[config.mk]
export PLATFORM = sky130hd
export DESIGN_NAME = header_xor_packet_deframer
export DESIGN_NICKNAME = d
export VERILOG_FILES = /design/src/hdl/hxd_pkg.sv /design/src/hdl/hxd_frame.sv /design/src/hdl/hxd_out_buf.sv /design/src/hdl/header_xor_packet_deframer.sv
export SDC_FILE = /design/constraint.sdc
export NUM_CORES = 1
export LEC_CHECK = 0
export ABC_CLOCK_PERIOD_IN_PS = 5400
export BUFFER_PORTS_ARGS = -buffer_cell sky130_fd_sc_hd__clkbuf_2
export CORE_UTILIZATION = 40
export CTS_BUF_LIST = sky130_fd_sc_hd__clkbuf_4 sky130_fd_sc_hd__clkbuf_8
export CTS_CLUSTER_DIAMETER = 150
export CTS_CLUSTER_SIZE = 10
export DETAILED_ROUTE_END_ITERATION = 12
export PLACE_DENSITY_LB_ADDON = 0.15
export SYNTH_ARGS = -nofsm -noshare
export SYNTH_HDL_FRONTEND = slang
export SYNTH_SLANG_ARGS = --single-unit
[constraint.sdc]
create_clock -name clk -period 5.4 [get_ports clk]
set_input_delay 0.54 -clock clk [delete_from_list [all_inputs] [get_ports clk]]
set_output_delay 0.54 -clock clk [all_outputs]
set_load 0.03 [all_outputs]
[src/hdl/hxd_pkg.sv]
// Shared types and constants for the header/XOR packet deframer.
// No dependencies; used by every module in hdl/.
package hxd_pkg;

  localparam int unsigned HEADER_BYTES  = 13;
  localparam logic [7:0]  MIN_FRAME_LEN = 8'(HEADER_BYTES + 1);
  localparam logic [7:0]  MAX_LEN_RESET = 8'd50;
  localparam logic [8:0]  DBM_BIAS      = 9'd102;
  localparam logic [7:0]  LQI_MASK      = 8'h7F;

  typedef enum logic [1:0] {
    PH_LENGTH  = 2'd0,
    PH_BODY    = 2'd1,
    PH_STATUS1 = 2'd2,
    PH_STATUS2 = 2'd3
  } phase_t;

  typedef enum logic [1:0] {
    KIND_HEADER  = 2'd0,
    KIND_PAYLOAD = 2'd1,
    KIND_VERDICT = 2'd2
  } kind_t;

  typedef enum logic [1:0] {
    VERDICT_OK       = 2'd0,
    VERDICT_LEN_ERR  = 2'd1,
    VERDICT_CSUM_ERR = 2'd2
  } verdict_t;

  typedef struct packed {
    kind_t              kind;
    logic [7:0]         byte_index;
    logic [7:0]         data_byte;
    verdict_t           verdict;
    logic [7:0]         frame_length;
    logic signed [8:0]  signal_dbm;
    logic [6:0]         link_quality;
    logic               crc_ok;
    logic               flush_request;
  } result_t;

  function automatic logic signed [8:0] rssi_to_dbm(input logic [7:0] raw);
    logic signed [8:0] v;
    logic signed [8:0] half;
    v    = {raw[7], raw};
    half = (v + $signed({8'd0, v[8]})) >>> 1;
    return half - DBM_BIAS;
  endfunction

endpackage

[src/hdl/hxd_frame.sv]
// Frame parser: phase tracking, running XOR check and result formation.
// Depends on hxd_pkg.
module hxd_frame (
  input  logic               clk,
  input  logic               rst_n,
  input  logic [7:0]         max_len,
  input  logic [7:0]         rx_byte,
  input  logic               go,
  output logic               has_result,
  output hxd_pkg::result_t   result
);

  hxd_pkg::phase_t phase_r, phase_nxt;
  logic [7:0] frame_len_r, frame_len_nxt;
  logic [7:0] body_pos_r, body_pos_nxt;
  logic [7:0] xor_r, xor_nxt;
  logic       csum_bad_r, csum_bad_nxt;
  logic [7:0] status1_r, status1_nxt;
  logic [8:0] pos_plus1;

  assign pos_plus1 = {1'b0, body_pos_r} + 9'd1;

  always_ff @(posedge clk) begin
    if (!rst_n) begin
      phase_r     <= hxd_pkg::PH_LENGTH;
      frame_len_r <= '0;
      body_pos_r  <= '0;
      xor_r       <= '0;
      csum_bad_r  <= 1'b0;
      status1_r   <= '0;
    end else if (go) begin
      phase_r     <= phase_nxt;
      frame_len_r <= frame_len_nxt;
      body_pos_r  <= body_pos_nxt;
      xor_r       <= xor_nxt;
      csum_bad_r  <= csum_bad_nxt;
      status1_r   <= status1_nxt;
    end
  end

  always_comb begin
    phase_nxt     = phase_r;
    frame_len_nxt = frame_len_r;
    body_pos_nxt  = body_pos_r;
    xor_nxt       = xor_r;
    csum_bad_nxt  = csum_bad_r;
    status1_nxt   = status1_r;
    has_result    = 1'b0;
    result        = '0;
    unique case (phase_r)
      hxd_pkg::PH_LENGTH: begin
        if (rx_byte < hxd_pkg::MIN_FRAME_LEN || rx_byte > max_len) begin
          has_result           = 1'b1;
          result.kind          = hxd_pkg::KIND_VERDICT;
          result.verdict       = hxd_pkg::VERDICT_LEN_ERR;
          result.frame_length  = rx_byte;
          result.flush_request = 1'b1;
        end else begin
          frame_len_nxt = rx_byte;
          body_pos_nxt  = '0;
          xor_nxt       = '0;
          csum_bad_nxt  = 1'b0;
          phase_nxt     = hxd_pkg::PH_BODY;
        end
      end
      hxd_pkg::PH_BODY: begin
        if (pos_plus1 >= {1'b0, frame_len_r}) begin
          csum_bad_nxt = (rx_byte != xor_r);
          phase_nxt    = hxd_pkg::PH_STATUS1;
        end else begin
          has_result        = 1'b1;
          result.kind       = (body_pos_r < 8'(hxd_pkg::HEADER_BYTES)) ?
                              hxd_pkg::KIND_HEADER : hxd_pkg::KIND_PAYLOAD;
          result.byte_index = body_pos_r;
          result.data_byte  = rx_byte;
          xor_nxt           = xor_r ^ rx_byte;
          body_pos_nxt      = pos_plus1[7:0];
        end
      end
      hxd_pkg::PH_STATUS1: begin
        status1_nxt = rx_byte;
        phase_nxt   = hxd_pkg::PH_STATUS2;
      end
      hxd_pkg::PH_STATUS2: begin
        has_result           = 1'b1;
        result.kind          = hxd_pkg::KIND_VERDICT;
        result.verdict       = csum_bad_r ? hxd_pkg::VERDICT_CSUM_ERR : hxd_pkg::VERDICT_OK;
        result.frame_length  = frame_len_r;
        result.signal_dbm    = hxd_pkg::rssi_to_dbm(status1_r);
        result.link_quality  = 7'(rx_byte & hxd_pkg::LQI_MASK);
        result.crc_ok        = rx_byte[7];
        result.flush_request = csum_bad_r;
        phase_nxt            = hxd_pkg::PH_LENGTH;
      end
      default: begin
        phase_nxt = hxd_pkg::PH_LENGTH;
      end
    endcase
  end

endmodule

[src/hdl/hxd_out_buf.sv]
// Two-entry result buffer: a circular buffer with read and write pointers.
// Depends on hxd_pkg.
module hxd_out_buf (
  input  logic               clk,
  input  logic               rst_n,
  input  logic               push,
  input  hxd_pkg::result_t   push_data,
  output logic               has_space,
  output logic               out_valid,
  input  logic               out_ready,
  output hxd_pkg::result_t   out_data
);

  hxd_pkg::result_t mem_r [2];
  logic       wr_ptr_r, wr_ptr_nxt;
  logic       rd_ptr_r, rd_ptr_nxt;
  logic [1:0] cnt_r, cnt_nxt;
  logic       pop;

  assign out_valid = (cnt_r != 2'd0);
  assign has_space = (cnt_r != 2'd2);
  assign pop       = out_valid && out_ready;
  assign out_data  = mem_r[rd_ptr_r];

  always_comb begin
    wr_ptr_nxt = push ? ~wr_ptr_r : wr_ptr_r;
    rd_ptr_nxt = pop ? ~rd_ptr_r : rd_ptr_r;
    cnt_nxt    = cnt_r + {1'b0, push} - {1'b0, pop};
  end

  always_ff @(posedge clk) begin
    if (!rst_n) begin
      wr_ptr_r <= 1'b0;
      rd_ptr_r <= 1'b0;
      cnt_r    <= '0;
    end else begin
      wr_ptr_r <= wr_ptr_nxt;
      rd_ptr_r <= rd_ptr_nxt;
      cnt_r    <= cnt_nxt;
    end
  end

  always_ff @(posedge clk) begin
    if (push) begin
      mem_r[wr_ptr_r] <= push_data;
    end
  end

endmodule

[src/hdl/header_xor_packet_deframer.sv]
// Header/XOR packet deframer: takes receive FIFO bytes one per transfer and
// emits header bytes, payload bytes and one verdict per frame (length error,
// checksum error or ok, with RSSI in dBm, LQI and CRC-ok). One byte is taken
// per cycle while the result buffer has space; a byte passes an input register,
// the frame parser and a two-entry result buffer.
// Input stalls only while the result buffer holds two untaken results.
// Depends on hxd_pkg, hxd_frame and hxd_out_buf.
module header_xor_packet_deframer (
  input  logic              clk,
  input  logic              rst_n,
  input  logic              cfg_wr_en,
  input  logic [7:0]        cfg_wr_data,
  input  logic              in_valid,
  output logic              in_ready,
  input  logic [7:0]        in_rx_byte,
  output logic              out_valid,
  input  logic              out_ready,
  output logic [1:0]        out_kind,
  output logic [7:0]        out_byte_index,
  output logic [7:0]        out_data_byte,
  output logic [1:0]        out_verdict,
  output logic [7:0]        out_frame_length,
  output logic signed [8:0] out_signal_dbm,
  output logic [6:0]        out_link_quality,
  output logic              out_crc_ok,
  output logic              out_flush_request
);

  logic [7:0]       max_len_r;
  logic             s1_valid_r;
  logic [7:0]       s1_byte_r;
  logic             go;
  logic             has_result;
  logic             has_space;
  hxd_pkg::result_t result;
  hxd_pkg::result_t out_data;

  assign go       = s1_valid_r && has_space;
  assign in_ready = !s1_valid_r || go;

  always_ff @(posedge clk) begin
    if (!rst_n) begin
      max_len_r <= hxd_pkg::MAX_LEN_RESET;
    end else if (cfg_wr_en) begin
      max_len_r <= cfg_wr_data;
    end
  end

  always_ff @(posedge clk) begin
    if (!rst_n) begin
      s1_valid_r <= 1'b0;
    end else if (in_ready) begin
      s1_valid_r <= in_valid;
    end
  end

  always_ff @(posedge clk) begin
    if (in_valid && in_ready) begin
      s1_byte_r <= in_rx_byte;
    end
  end

  hxd_frame u_frame (
    .clk        (clk),
    .rst_n      (rst_n),
    .max_len    (max_len_r),
    .rx_byte    (s1_byte_r),
    .go         (go),
    .has_result (has_result),
    .result     (result)
  );

  hxd_out_buf u_out_buf (
    .clk       (clk),
    .rst_n     (rst_n),
    .push      (go && has_result),
    .push_data (result),
    .has_space (has_space),
    .out_valid (out_valid),
    .out_ready (out_ready),
    .out_data  (out_data)
  );

  assign out_kind          = out_data.kind;
  assign out_byte_index    = out_data.byte_index;
  assign out_data_byte     = out_data.data_byte;
  assign out_verdict       = out_data.verdict;
  assign out_frame_length  = out_data.frame_length;
  assign out_signal_dbm    = out_data.signal_dbm;
  assign out_link_quality  = out_data.link_quality;
  assign out_crc_ok        = out_data.crc_ok;
  assign out_flush_request = out_data.flush_request;

endmodule
; After elaboration in Yosys (flattened, before gate mapping)
; Memories as Yosys holds them, arrays and structs flattened. A register that Yosys moved wholly into a read port is not among the register bits.
; Index checks and enable logic that the tools add are counted.
[totals]
ram_bits = 92
word_cells = 77
input_bits = 21
out_inout_bits = 48
mem_count = 1
register_bits = 56
[mem_list]
columns = memory, depth, width, read_ports, rd_clocked_by_memory_dff, wr, line
row1 = u_out_buf.mem_r, 2, 46, 1, 1, 1, hxd_out_buf.sv:14  ; hxd_pkg::result_t mem_r [2];
[classes]
add_sub_neg = 5
n_bitwise = 4
reduce_logical = 15
eq_ne = 8
n_mux = 28
order_cmp = 4
[ops]
columns = cell, n
row1 = case mux 8 bit (2 select lines), 2
row2 = 2-to-1 mux 8 bit, 3
row3 = case mux 10 bit (2 select lines), 1
row4 = 2-to-1 mux 18 bit, 1
row5 = 2-to-1 mux 17 bit, 1
row6 = "less-than comparator 8 x 4 -> 1 bit, second input constant", 2
row7 = 2-to-1 mux 16 bit, 1
row8 = "adder 8 x 1 -> 9 bit, second input constant", 1
row9 = adder 8 x 2 -> 9 bit, 1
row10 = >= comparator 9 x 8 -> 1 bit, 1
row11 = 2-to-1 mux 1 bit, 9
row12 = 2-to-1 mux 9 bit, 1
row13 = "subtractor 8 x 8 -> 9 bit, second input constant", 1
row14 = greater-than comparator 8 bit, 1
row15 = 2-to-1 mux 2 bit, 4
row16 = != test 8 bit, 1
row17 = case mux 2 bit (4 select lines), 1
row18 = AND reduction 4 bit, 2
row19 = XOR 8 bit, 1
row20 = "!= test 2 bit, second input constant", 3
row21 = case mux 2 bit (3 select lines), 1
row22 = AND reduction 3 bit, 2
row23 = "== test 2 bit, second input constant", 2
row24 = logical AND 1 bit, 4
row25 = other kinds (12), 17

; Depth between registers and ports, before layout
[depth]
ltp_word = 7
depth_mapped = 17

; Modules after synthesis
; A second synthesis with hierarchy kept.
[unflattened]
cells_unflattened = 568
area_unflattened_um2 = 7229.4
[modules_own_cells]
columns = module, n_inst, cells_each, seq_area_each_um2, area_per_inst_um2
row1 = hxd_out_buf, 1, 166, 2862.7, 3763.6
row2 = hxd_frame, 1, 362, 700.7, 2867.8
row3 = header_xor_packet_deframer, 1, 40, 420.4, 598.1

; Worst setup path before layout
; OpenSTA, ideal clock, no wires.
[synth_path]
kind = register to register
startpoint = reg u_frame.body_pos_r[4]
endpoint = mem u_out_buf.mem_r[0][0] in the netlist's numbering, enable pin
period_less_slack_ns = 4.656
arrival_ns = 4.206
setup_slack_ns = 0.744
path_buffers = 1
setup_time_ns = 0.450
t_required_ns = 4.950
stages_incl_launch_ff = 13
cell_sequence = dfxtp_1 > clkbuf_1 > and3_1 > nand3_1 > nor2_1 > xor2_1 > ha_1 > a21oi_1 > nand2_1 > nor2_2 > and2_1 > o31ai_1 > nor2_1
[synth_between]
elab_chain_cells = 7
[synth_lines]
columns = element, line
row1 = "start, declared", hxd_frame.sv:15  ; logic [7:0] body_pos_r, body_pos_nxt;
row2 = "start signal, assigned", hxd_frame.sv:34  ; body_pos_r <= body_pos_nxt;
row3 = adder 8 x 1 -> 9 bit, hxd_frame.sv:21  ; assign pos_plus1 = {1'b0, body_pos_r} + 9'd1;
row4 = >= comparator 9 x 8 -> 1 bit, hxd_frame.sv:67  ; if (pos_plus1 >= {1'b0, frame_len_r}) begin
row5 = 2-to-1 mux 1 bit, hxd_frame.sv:67
row6 = case mux 1 bit (3 select lines), hxd_frame.sv:50  ; unique case (phase_r)
row7 = logical AND 1 bit, header_xor_packet_deframer.sv:76  ; .push (go && has_result),
row8 = 2-to-1 mux 1 bit, hxd_out_buf.sv:44  ; if (push) begin
row9 = 2-to-1 mux 1 bit (not written as such), hxd_out_buf.sv:45  ; mem_r[wr_ptr_r] <= push_data;
row10 = "end, declared", hxd_out_buf.sv:14
; No other way between the ends.

; Final worst setup path
[layout_path]
startpoint = reg u_frame.body_pos_r[0]
endpoint = reg u_out_buf.cnt_r[1]
[layout_between]
elab_chain_cells = 7
[layout_lines]
columns = element, line
row1 = adder 8 x 1 -> 9 bit, hxd_frame.sv:21
row2 = >= comparator 9 x 8 -> 1 bit, hxd_frame.sv:67
row3 = 2-to-1 mux 1 bit, hxd_frame.sv:67
row4 = case mux 1 bit (3 select lines), hxd_frame.sv:50
row5 = logical AND 1 bit, header_xor_packet_deframer.sv:76
row6 = adder 2 x 1 -> 2 bit, hxd_out_buf.sv:28  ; cnt_nxt = cnt_r + {1'b0, push} - {1'b0, pop};
row7 = subtractor 2 x 1 -> 2 bit, hxd_out_buf.sv:28
row8 = "end signal, assigned", hxd_out_buf.sv:39  ; cnt_r <= cnt_nxt;
row9 = "end, declared", hxd_out_buf.sv:17  ; logic [1:0] cnt_r, cnt_nxt;
; No other way between the ends.
; A chain may end at the register's enable or synchronous reset.

==> flow_summary_export.csv <==
group,metric,value,unit
run_status,run_status,"complete, no violations",
clock_tree,cts_buffers,17,
route,drc,0,
route,drt_iter0_markers,329,
clock_tree,cts_buffer_depth,2,
cells_and_area,fin_cells,918,
setup_path,slowest_stage,"o31ai_1",
logic_synthesis,synth_edf_count,100,
setup_path,cp-startpoint,"u_frame.body_pos_r[0]$_SDFFE_PN0P_",
sta,rsz0062_at_grt,"no",
grt,grt_pass1_vias,4818,
logic_synthesis,synth_area,7121,µm²
floorplan,coreArea,17360,µm²
setup_path,rr_endpoint,"u_out_buf.cnt_r[1]$_SDFF_PN0_",
clock_tree,cts-resized-gates,0,
clock_tree,hold_buffers,0,
power,power_frac_comb,27.4,%
cells_and_area,area.growth.synth_to_final,13.27,%
cells_and_area,fill_cells,1624,
placement,placedCellCount,886,
power,switching_share,34.78,%
sta,tns,0,ns
cells_and_area,diodes,0,
setup_path,cp-end-kind,"register",
clock_tree,cts_setup_buffers,0,
setup_path,crit_chain,"ha_1 > and3_1 > nand3_1 > xnor2_1 > ha_1 > nand3_1 > o21ai_0 > a21oi_2 > and2_1 > o31ai_1 > ha_1 > inv_1 > ha_1 > xnor2_1 > xnor2_1 > and2_1",
grt,grt_first_pass_wirelength,24.94,mm
logic_synthesis,syn-instance-count,623,
grt,gr-usage-all-layers,18.11,%
clock_tree,clock_latency,0.45,ns
sta,setup_viol,0,
clock_tree,root_buffer,"clkbuf_8",
setup_path,critical_path_class,"reg2reg",
floorplan,die_w,135.4,µm
setup_path,required,5.76,ns
logic_synthesis,yosysSeqAreaShare,55.95,%
floorplan,fp-row-count,48,
floorplan,start_util,41.03,%
setup_path,r2r_start,"u_frame.body_pos_r[0]$_SDFFE_PN0P_",
placement,port_buffers,68,
clock_tree,clock_sinks,149,
sta,drv_slew,0,
route,antenna_left,0,
route,wl,15.53,mm
power,p_sw,0.001064,W
clock_tree,clk_pin_slew,0.09,ns
logic_synthesis,yosysWarnings,0,
sta,max_slew.worst_pin.slew,0.9752,ns
setup_path,critPathMaxFanout,17,
grt,grt_max_degree,64,
logic_synthesis,async_reset_ff_share,0,%
setup_path,timing.critical_path.to,"u_out_buf.cnt_r[1]$_SDFF_PN0_",
sta,finalHoldViolCount,0,
floorplan,fp.dieH,135.4,µm
sta,slew_headroom,34.99,%
sta,max_freq,233.5,MHz
floorplan,dieArea,18340,µm²
sta,fin_crit_sh,79.29,%
cells_and_area,drive_above_1_share,23.67,%
worst_hold_path,hp-class,"in2reg",
grt,antenna_found_initial,0,
power,p_seq_share,44.8,%
logic_synthesis,ys.flop_type,"edfxtp_1",
clock_tree,htree_levels,4,
setup_path,cpPeakStageDelay,0.72,ns
route,viasPerCell,5.279,
setup_path,r2r_cells,16,
route,wire_per_inst,16.92,µm
route,route.vias.total,4846,
sta,finClkSkew,0.01185,ns
logic_synthesis,synth.distinct_cells,55,
clock_tree,tritoncts,"yes",
grt,grt_overflow,0,
floorplan,io_pins,69,
power,p_int,0.001996,W
setup_path,crit_arrival,4.64,ns
logic_synthesis,syn_avg_cell_area,11.43,µm²
placement,place_congestion,0.8516,
sta,period_needed,4.282,ns
power,leakage,3.013,nW
setup_path,cp_common_cell,"ha_1",
cells_and_area,final_nets,727,
placement,hpwl,10.50,mm
logic_synthesis,synth_nets,670,
job,cap_violations,0,
worst_hold_path,hold_depth,1,
power,peakVddDrop,0.1931,mV
cells_and_area,seq_area,3985,µm²
power,power_density,379.4,nW/µm²
cells_and_area,multi_input_area,2860,µm²
setup_path,r2r_setup_slack,1.12,ns
power,pwr-share-clk,27.8,%
logic_synthesis,synth_seq_cells,149,
setup_path,start_kind,"register",
route,dr.pass1.iters,5,
-- worst min path at each step --
stage                                                   start                                  end
after global routing                            in_rx_byte[0]               s1_byte_r[0]$_DFFE_PP_
after CTS                                       in_rx_byte[7]               s1_byte_r[7]$_DFFE_PP_
after detailed placement        u_frame.xor_r[5]$_SDFFE_PN0P_        u_frame.xor_r[5]$_SDFFE_PN0P_
after global placement          u_frame.xor_r[5]$_SDFFE_PN0P_        u_frame.xor_r[5]$_SDFFE_PN0P_
after floorplan           u_frame.frame_len_r[1]$_SDFFE_PN0P_  u_frame.frame_len_r[1]$_SDFFE_PN0P_
final                                           in_rx_byte[0]               s1_byte_r[0]$_DFFE_PP_
-- metrics by stage --
stage	hold WS (ns)	power, W	instance area (µm²)	utilization (%)	worst slack [ns]
after floorplan	0.4482	0.002013	7121	-	0.7444
after global placement	0.4613	0.002235	7672	44.20	1.386
after detailed placement	0.4652	0.002244	7672	44.20	1.154
after CTS	0.2312	0.003096	8065	46.47	1.133
after global routing	0.2244	0.003202	8065	46.47	0.7225
final	0.2589	0.003060	8065	46.47	1.118
-- layout by cell type (no fill, tap or decap), types with 4 or more instances in the layout --
cell type	netlist	layout
edfxtp_1	100	100
clkbuf_2	0	68
nand2_1	67	67
dfxtp_1	49	48
mux2_2	46	46
inv_1	36	36
nor2_1	33	31
nand3_1	26	26
ha_1	26	26
a21oi_1	21	21
xnor2_1	20	20
and2_1	17	17
clkbuf_8	0	17
mux2i_1	15	15
o21ai_0	12	12
and3_1	9	9
or4_1	9	9
o211ai_1	8	8
a22oi_1	8	8
nor3b_1	8	8
a21boi_0	8	8
nand4_1	7	7
xor2_1	6	6
o31ai_1	5	5
inv_8	0	5
inv_6	0	5
nor2b_1	4	4
o21ai_1	4	4
buf_4	3	4
-- cell usage after synthesis (7+ instances only) --
| master | instances | area [µm²] |
|---|---|---|
| inv_1 | 36 | 135.1 |
| nor3b_1 | 8 | 60.06 |
| o211ai_1 | 8 | 60.06 |
| a21oi_1 | 21 | 105.1 |
| xnor2_1 | 20 | 175.2 |
| clkbuf_1 | 30 | 112.6 |
| nand2_1 | 67 | 251.5 |
| o21ai_0 | 12 | 60.06 |
| nor2_1 | 33 | 123.9 |
| a22oi_1 | 8 | 60.06 |
| nand3_1 | 26 | 130.1 |
| edfxtp_1 | 100 | 3003 |
| or4_1 | 9 | 67.56 |
| and2_1 | 17 | 106.4 |
| nand4_1 | 7 | 43.79 |
| mux2i_1 | 15 | 150.1 |
| and3_1 | 9 | 56.30 |
| ha_1 | 26 | 325.3 |
| a21boi_0 | 8 | 60.06 |
| dfxtp_1 | 49 | 980.9 |
| mux2_2 | 46 | 518.0 |
-- final cells by class --
| class | count | share of cell area [%] |
|---|---|---|
| multi-input combinational | 402 | 35.46 |
| clock buffer | 17 | 2.901 |
| inverter | 36 | 1.675 |
| sequential | 149 | 49.41 |
| tap | 225 | 3.491 |
| clock inverter | 15 | 1.970 |
| timing repair buffer | 74 | 5.088 |
-- cell families (layout without fill, tap and decap cells) --
kind of cell	after synthesis	in the layout	share of synthesized area, %
AND/OR/NAND/NOR	199	199	14.20
flip-flops	149	149	55.95
AO/OA/AOI/OAI	90	90	8.611
buffers and inverters	72	142	4.094
multiplexers	61	61	9.383
adder cells (fa/ha/maj)	26	26	4.569
XOR/XNOR	26	26	3.198
-- power by group through the flow --
| stage | clock network (W) | logic (W) | registers, W |
|---|---|---|---|
| 2_1_floorplan | 0 | 0.000638 | 0.00138 |
| 3_3_place_gp | 0 | 0.000841 | 0.00139 |
| 3_5_place_dp | 0 | 0.000847 | 0.00140 |
| 4_1_cts | 0.000874 | 0.000851 | 0.00137 |
| 5_1_grt | 0.000920 | 0.000902 | 0.00138 |
| 6_report | 0.000851 | 0.000839 | 0.00137 |
-- registers in the layout, summed over array words and instances, names as in the netlist, 2 cells and up, named ones only --
name                 count
s1_byte_r                8
u_frame.frame_len_r      8
u_frame.xor_r            8
u_out_buf.mem_r         92
max_len_r                8
u_frame.phase_r          2
u_frame.body_pos_r       8
u_frame.status1_r        8
u_out_buf.cnt_r          2
-- worst max-delay path, delay by kind of cell, from the launching register on --
kind	cells	cell delay [ns]
fa+ha+maj	4	1.11
buf+inv	1	0.06
xor+xnor	3	0.39
flops	1	0.41
simple gates	5	1.02
compound gates	3	1.19
-- routing by layer --
layer,vias to the layer above,part of all wire [%],GRT usage [%]
li1,2364,-,-
met1,2346,47,23.97
met2,116,48,29.32
met3,20,3.9,4.190
met4,0,1.5,5.743
met5,-,0,0
Power figures use the tool's default switching activity.
